### src/design/btn_db_pkg.sv
// ----------------------------------------------------------------------------
// Button debounce package
// Shared constants and types for the debounce and auto-repeat block.
// ----------------------------------------------------------------------------
`default_nettype none

package btn_db_pkg;

  localparam int COUNT_WIDTH = 16;

  localparam logic [7:0] DEBOUNCE_RESET = 8'd10;

  // Division by three of a 16-bit value: (v * 0xAAAB) >> 17.
  localparam logic [32:0] PULSE_RECIP = 33'h0_0000_AAAB;
  localparam int          PULSE_SHIFT = 17;

  localparam int ADDR_WIDTH = 4;

  localparam logic [1:0] REG_DEBOUNCE = 2'd0;
  localparam logic [1:0] REG_AUTO     = 2'd1;
  localparam logic [1:0] REG_REPEAT   = 2'd2;

  typedef enum logic [4:0] {
    PH_IDLE     = 5'b00001,
    PH_DEBOUNCE = 5'b00010,
    PH_AUTO     = 5'b00100,
    PH_REPEAT   = 5'b01000,
    PH_RELEASE  = 5'b10000
  } phase_t;

  typedef struct packed {
    logic notify;
    logic pressed;
  } result_t;

endpackage

`default_nettype wire

### src/design/button_debounce_autorepeat.sv
// ----------------------------------------------------------------------------
// Button debounce with auto-repeat
// Debounces one active-low button sampled once per millisecond tick and
// reports press, release and auto-repeat events.
// ----------------------------------------------------------------------------
// Each input transfer is one tick carrying the sampled pin level; each tick
// yields exactly one result transfer through the output register, and a new
// tick can be taken every cycle while the skid stage is empty. The rate is set
// by the single registered pass from the tick to the result register, followed
// by a one-entry skid stage that takes one more tick while the output is stalled.
`default_nettype none

module button_debounce_autorepeat #(
  parameter int COUNT_WIDTH = btn_db_pkg::COUNT_WIDTH
) (
  input  wire logic                              clk,
  input  wire logic                              rst,
  input  wire logic                              s_tvalid,
  output logic                                   s_tready,
  input  wire logic [7:0]                        s_tdata,   // [0] pin_level
  output logic                                   m_tvalid,
  input  wire logic                              m_tready,
  output logic [7:0]                             m_tdata,   // [0] pressed, [1] notify
  input  wire logic                              psel,
  input  wire logic                              penable,
  input  wire logic                              pwrite,
  input  wire logic [btn_db_pkg::ADDR_WIDTH-1:0] paddr,
  input  wire logic [31:0]                       pwdata,
  output logic [31:0]                            prdata,
  output logic                                   pready
);

  localparam logic [31:0] CountMax = 32'((64'd1 << COUNT_WIDTH) - 64'd1);

  function automatic logic [COUNT_WIDTH-1:0] sat_load(input logic [15:0] v);
    logic [31:0] v32;
    v32 = 32'(v);
    if (v32 > CountMax) begin
      sat_load = '1;
    end else begin
      sat_load = v32[COUNT_WIDTH-1:0];
    end
  endfunction

  logic [7:0]             debounce_ms;
  logic [15:0]            auto_delay_ms;
  logic [15:0]            repeat_ms;
  logic [COUNT_WIDTH-1:0] pulse_load;

  btn_db_pkg::phase_t     phase, phase_next;
  logic [COUNT_WIDTH-1:0] wait_count, wait_count_next;
  logic [COUNT_WIDTH-1:0] pulse_count, pulse_count_next;
  logic                   pulse_armed, pulse_armed_next;
  logic                   pressed_flag, pressed_flag_next;
  logic                   note;

  btn_db_pkg::result_t    out_data, skid_data, result;
  logic                   skid_valid;
  logic                   accept;
  logic                   cfg_write;
  logic [32:0]            div_prod;
  logic [15:0]            div_quot;
  logic [COUNT_WIDTH-1:0] wait_dec, pulse_dec;

  assign pready    = 1'b1;
  assign cfg_write = psel && penable && pwrite;
  assign div_prod  = 33'(pwdata[15:0]) * btn_db_pkg::PULSE_RECIP;
  assign div_quot  = div_prod[btn_db_pkg::PULSE_SHIFT +: 16];

  always_ff @(posedge clk) begin
    if (rst) begin
      debounce_ms   <= btn_db_pkg::DEBOUNCE_RESET;
      auto_delay_ms <= '0;
      repeat_ms     <= '0;
      pulse_load    <= COUNT_WIDTH'(1);
    end else if (cfg_write) begin
      case (paddr[3:2])
        btn_db_pkg::REG_DEBOUNCE: debounce_ms <= pwdata[7:0];
        btn_db_pkg::REG_AUTO:     auto_delay_ms <= pwdata[15:0];
        btn_db_pkg::REG_REPEAT: begin
          repeat_ms  <= pwdata[15:0];
          pulse_load <= sat_load((div_quot == 16'd0) ? 16'd1 : div_quot);
        end
        default: ;
      endcase
    end
  end

  always_comb begin
    case (paddr[3:2])
      btn_db_pkg::REG_DEBOUNCE: prdata = {24'd0, debounce_ms};
      btn_db_pkg::REG_AUTO:     prdata = {16'd0, auto_delay_ms};
      btn_db_pkg::REG_REPEAT:   prdata = {16'd0, repeat_ms};
      default:                  prdata = '0;
    endcase
  end

  assign wait_dec  = wait_count - COUNT_WIDTH'(1);
  assign pulse_dec = pulse_count - COUNT_WIDTH'(1);

  always_comb begin
    phase_next        = phase;
    wait_count_next   = wait_count;
    pulse_count_next  = pulse_count;
    pulse_armed_next  = pulse_armed;
    pressed_flag_next = pressed_flag;
    note              = 1'b0;

    if (s_tdata[0]) begin
      phase_next        = btn_db_pkg::PH_IDLE;
      wait_count_next   = '0;
      pulse_count_next  = '0;
      pulse_armed_next  = 1'b0;
      pressed_flag_next = 1'b0;
      note              = pressed_flag;
    end else if (phase == btn_db_pkg::PH_IDLE) begin
      phase_next      = btn_db_pkg::PH_DEBOUNCE;
      wait_count_next = sat_load({8'd0, (debounce_ms == 8'd0) ? 8'd1 : debounce_ms});
    end else begin
      if (pulse_armed) begin
        pulse_count_next = pulse_dec;
        if (pulse_dec == '0) begin
          pulse_armed_next  = 1'b0;
          pressed_flag_next = 1'b0;
          note              = pressed_flag;
        end
      end
      if (phase == btn_db_pkg::PH_DEBOUNCE || phase == btn_db_pkg::PH_AUTO ||
          phase == btn_db_pkg::PH_REPEAT) begin
        wait_count_next = wait_dec;
        if (wait_dec == '0) begin
          pressed_flag_next = 1'b1;
          note              = 1'b1;
          if (repeat_ms != 16'd0) begin
            pulse_count_next = pulse_load;
            pulse_armed_next = 1'b1;
          end
          case (phase)
            btn_db_pkg::PH_DEBOUNCE: begin
              if (auto_delay_ms != 16'd0) begin
                wait_count_next = sat_load(auto_delay_ms);
                phase_next      = btn_db_pkg::PH_AUTO;
              end else begin
                phase_next = btn_db_pkg::PH_RELEASE;
              end
            end
            btn_db_pkg::PH_AUTO: begin
              if (repeat_ms != 16'd0) begin
                wait_count_next = sat_load(repeat_ms);
                phase_next      = btn_db_pkg::PH_REPEAT;
              end else begin
                phase_next = btn_db_pkg::PH_RELEASE;
              end
            end
            default: begin
              wait_count_next = sat_load(repeat_ms);
            end
          endcase
        end
      end
    end
  end

  assign result.pressed = pressed_flag_next;
  assign result.notify  = note;

  assign s_tready = !skid_valid;
  assign accept   = s_tvalid && s_tready;

  always_ff @(posedge clk) begin
    if (rst) begin
      phase        <= btn_db_pkg::PH_IDLE;
      wait_count   <= '0;
      pulse_count  <= '0;
      pulse_armed  <= 1'b0;
      pressed_flag <= 1'b0;
    end else if (accept) begin
      phase        <= phase_next;
      wait_count   <= wait_count_next;
      pulse_count  <= pulse_count_next;
      pulse_armed  <= pulse_armed_next;
      pressed_flag <= pressed_flag_next;
    end
  end

  always_ff @(posedge clk) begin
    if (rst) begin
      m_tvalid   <= 1'b0;
      skid_valid <= 1'b0;
    end else if (m_tready || !m_tvalid) begin
      if (skid_valid) begin
        m_tvalid   <= 1'b1;
        skid_valid <= 1'b0;
      end else begin
        m_tvalid <= accept;
      end
    end else if (accept) begin
      skid_valid <= 1'b1;
    end
  end

  always_ff @(posedge clk) begin
    if (m_tready || !m_tvalid) begin
      out_data <= skid_valid ? skid_data : result;
    end else if (accept) begin
      skid_data <= result;
    end
  end

  assign m_tdata = {6'd0, out_data.notify, out_data.pressed};

endmodule

`default_nettype wire

### config.mk
export PLATFORM = sky130hd
export DESIGN_NAME = button_debounce_autorepeat
export DESIGN_NICKNAME = d
export VERILOG_FILES = /design/src/design/btn_db_pkg.sv /design/src/design/button_debounce_autorepeat.sv
export SDC_FILE = /design/constraint.sdc
export NUM_CORES = 1
export LEC_CHECK = 0
export BUFFER_PORTS_ARGS = -buffer_cell sky130_fd_sc_hd__buf_4
export CAP_MARGIN = 0
export CORE_UTILIZATION = 40
export CTS_BUF_LIST = sky130_fd_sc_hd__clkbuf_4
export CTS_CLUSTER_SIZE = 25
export DETAILED_ROUTE_END_ITERATION = 10
export PLACE_DENSITY_LB_ADDON = 0.25
export SYNTH_ARGS = -nofsm -noshare
export SYNTH_HDL_FRONTEND = slang
export SYNTH_SLANG_ARGS = --single-unit
### constraint.sdc
create_clock -name clk -period 16.6 [get_ports clk]
set_input_delay 0 -clock clk [delete_from_list [all_inputs] [get_ports clk]]
set_output_delay 0 -clock clk [all_outputs]
set_load 0.03 [all_outputs]
==> impl_metrics.tcl <==
set metrics [dict create \
    start_kind "primary input" \
    yosysTopAreaCell "dfxtp_1" \
    grt-ovfl-total 0 \
    wirelength_um 26400 \
    syn-cell-area_um2 10300 \
    rsz0062_at_grt "false" \
    syn_to_final_growth_pct 8.44 \
    cp_data_arrival_time_ns 6.85 \
    antenna_found_initial 1 \
    place_area_um2 10800 \
    core_um2 25200 \
    switching_share 0.526 \
    n_fill_cell 2560 \
    timing.hold.ws_ns 0.0677 \
    netlist.area_leader.share 0.187 \
    grt_max_degree 81 \
    grt_pass1_wl_um 43400 \
    path_clk_slew_ns 0.18 \
    cts_buffer_depth 2 \
    clk_latency_ns 0.50 \
    setup_viol 0 \
    p_seq_frac 0.152 \
    grt_pass1_vias 8253 \
    die_w_um 162 \
    rows 58 \
    drv_cap 0 \
    worstPathMaxFanout 10 \
    yosysMostFrequentCell "inv_1" \
    drc 0 \
    p_comb_frac 0.771 \
    fp.dieH_um 162 \
    multi_input_area_um2 7300 \
    p_per_area_nw_per_um2 151 \
    final-hold-violation-count 0 \
    dieArea_um2 26400 \
    ys_top_cells_by_count "inv_1, nand2_1, ha_1" \
    syn_inst 1258 \
    pwr-share-clk 0.077 \
    synth_cell_types 77 \
    drive_above_1_share 0.0691 \
    p_leak_nw 5.04 \
    ir_drop_mv 0.142 \
    synth_edf_count 4 \
    ys_seq_area_frac 0.198 \
    required_ns 17.02 \
    status "finished, final reports clean" \
    power.switching_mw 0.887 \
    ys_ff_latch 100 \
    first_pass_iters 5 \
    cts_tree "yes" \
    avgViaCountPerCell 5.26 \
    slew_violations 0 \
    internal_power_mw 0.798 \
    nets 1558 \
    synth-async-reset-ratio 0 \
    hp-class "in2reg" \
    synthFlopType "dfxtp_1" \
    fin_setup_tns_ns 0 \
    drt_iter0_drc 591 \
    worstMarginPinSlew_ns 1.18 \
    cts.sinks 100 \
    root_buffer "clkbuf_4" \
    drtAntennaViolNets 0 \
    hpwl_um 21000 \
    yosys-top-cells-area "dfxtp_1, ha_1, fa_1" \
    finalCriticalPeriod_ns 6.43 \
    cts_buffers 9 \
    slew_headroom 0.212 \
    track_usage 0.208 \
    portBuffers 45 \
    avgSynthCellArea_um2 8.18 \
    h-tree-depth 3 \
    crit_path_end_kind "flip-flop" \
    yosys_warnings 0 \
    dp_cells 1595 \
    vias 8587 \
    drt-wirelength-per-cell_um 16.1 \
    io_pins 94 \
    routabilityCongestion 0.888 \
    instances_no_fill 1633 \
    critPathKind "in2reg" \
    max_freq_mhz 156 \
    seqCellArea_um2 2040 \
    start_util 0.409 \
    stdcell_area_um2 11200 \
    skew_ns 0.0283 \
    fin_crit_sh 0.387 \
]
-- final timing paths --
path | from | endpoint | slack [ns] | cells past startpoint
worst min-delay path | paddr[2] | repeat_ms[10] | 0.07 | 4
worst min register to register | pulse_load[7] | pulse_load[7] | 0.47 | 2
worst max-delay path | pwdata[1] | pulse_load[0] | 10.17 | 24
worst max register to register | wait_count[6] | pulse_count[9] | 13.08 | 10
-- flip-flops by register name, indices dropped and copies added (netlist names) --
| register | cells |
|---|---|
| pulse_count | 16 |
| pulse_armed | 1 |
| wait_count | 16 |
| phase | 5 |
| pulse_load | 15 |
| skid_data | 2 |
| auto_delay_ms | 16 |
| debounce_ms | 8 |
| repeat_ms | 16 |
| skid_valid | 1 |
| m_tvalid | 1 |
| pressed_flag | 1 |
| m_tdata | 2 |
-- repair_timing --
item | CTS | global route
buffers inserted | 0 | 0
endpoints found under the hold margin | 51 | 0
gates resized for setup | 0 | 0
hold buffers | 21 | 0
-- cell type report --
class | instances | share of cell area
tap | 330 | 0.0370
inverter | 185 | 0.0622
timing repair buffer | 70 | 0.0518
sequential | 100 | 0.183
clock inverter | 6 | 0.00482
clock buffer | 10 | 0.00673
multi-input combinational | 931 | 0.654
antenna | 1 | 0.000224
-- placed cells by master (no fill, tap or decap), types with 14 or more instances in the layout --
cell type / Yosys / layout
xor2_1: 20 / 20
nor2b_1: 14 / 14
buf_4: 24 / 49
nand2_1: 152 / 152
dlygate4sd3_1: 0 / 21
nor3_1: 24 / 24
inv_1: 185 / 185
o21ai_1: 32 / 32
conb_1: 2 / 23
fa_1: 77 / 77
ha_1: 133 / 133
o21ai_0: 38 / 38
nor2_1: 78 / 78
mux2i_1: 19 / 19
dfxtp_1: 96 / 96
nor4_1: 19 / 19
a21oi_1: 107 / 107
-- per-layer routing --
metal / share of wire / GRT usage / routed length, um
met2: 0.49 / 0.354 / 12800
met4: 0.0099 / 0.0399 / 261
met3: 0.031 / 0.0214 / 808
met1: 0.47 / 0.287 / 12500
met5: 0 / 0 / 0
-- critical path, cell delays in order --
cell and delay (ns):
dlygate4sd3_1 0.55, buf_4 0.20, ha_1 0.37, xor2_1 0.36, ha_1 0.23, a21oi_1 0.06, fa_1 0.50, inv_1 0.05
fa_1 0.50, fa_1 0.55, inv_1 0.06, fa_1 0.54, inv_1 0.04, ha_1 0.37, nand3_1 0.12, nor4_1 0.23
o21ai_1 0.14, o21ai_2 0.25, xor2_1 0.13, or4b_1 0.53, nor4_1 0.31, nand4_1 0.13, or4_1 0.40, a41oi_1 0.20
-- metrics by stage --
step                power [mW]  worst slack [ns]   util
finish                    1.69             10.17  0.443
global route              1.86              9.82  0.443
CTS                       1.70             10.20  0.443
detailed placement        1.56             10.24  0.429
global placement          1.55             10.27  0.429
floorplan                 1.23             11.07      -
-- power groups by stage --
stage	registers, mW	clock network [mW]	logic (mW)
floorplan	0.260	0	0.974
CTS	0.257	0.134	1.31
global placement	0.262	0	1.28
detailed placement	0.262	0	1.30
global route	0.258	0.144	1.46
finish	0.257	0.130	1.30
-- logic make-up (layout without fill, tap and decap cells) --
logic type	Yosys count	after routing	share of synthesized area
mux	21	21	0.0207
buf+inv	248	271	0.100
xor+xnor	33	33	0.0281
flops	100	100	0.198
other cells	2	24	0.000730
compound gates	273	273	0.163
simple gates	371	371	0.177
fa+ha+maj	210	210	0.312
No activity file was read; power rests on OpenSTA's default activity.
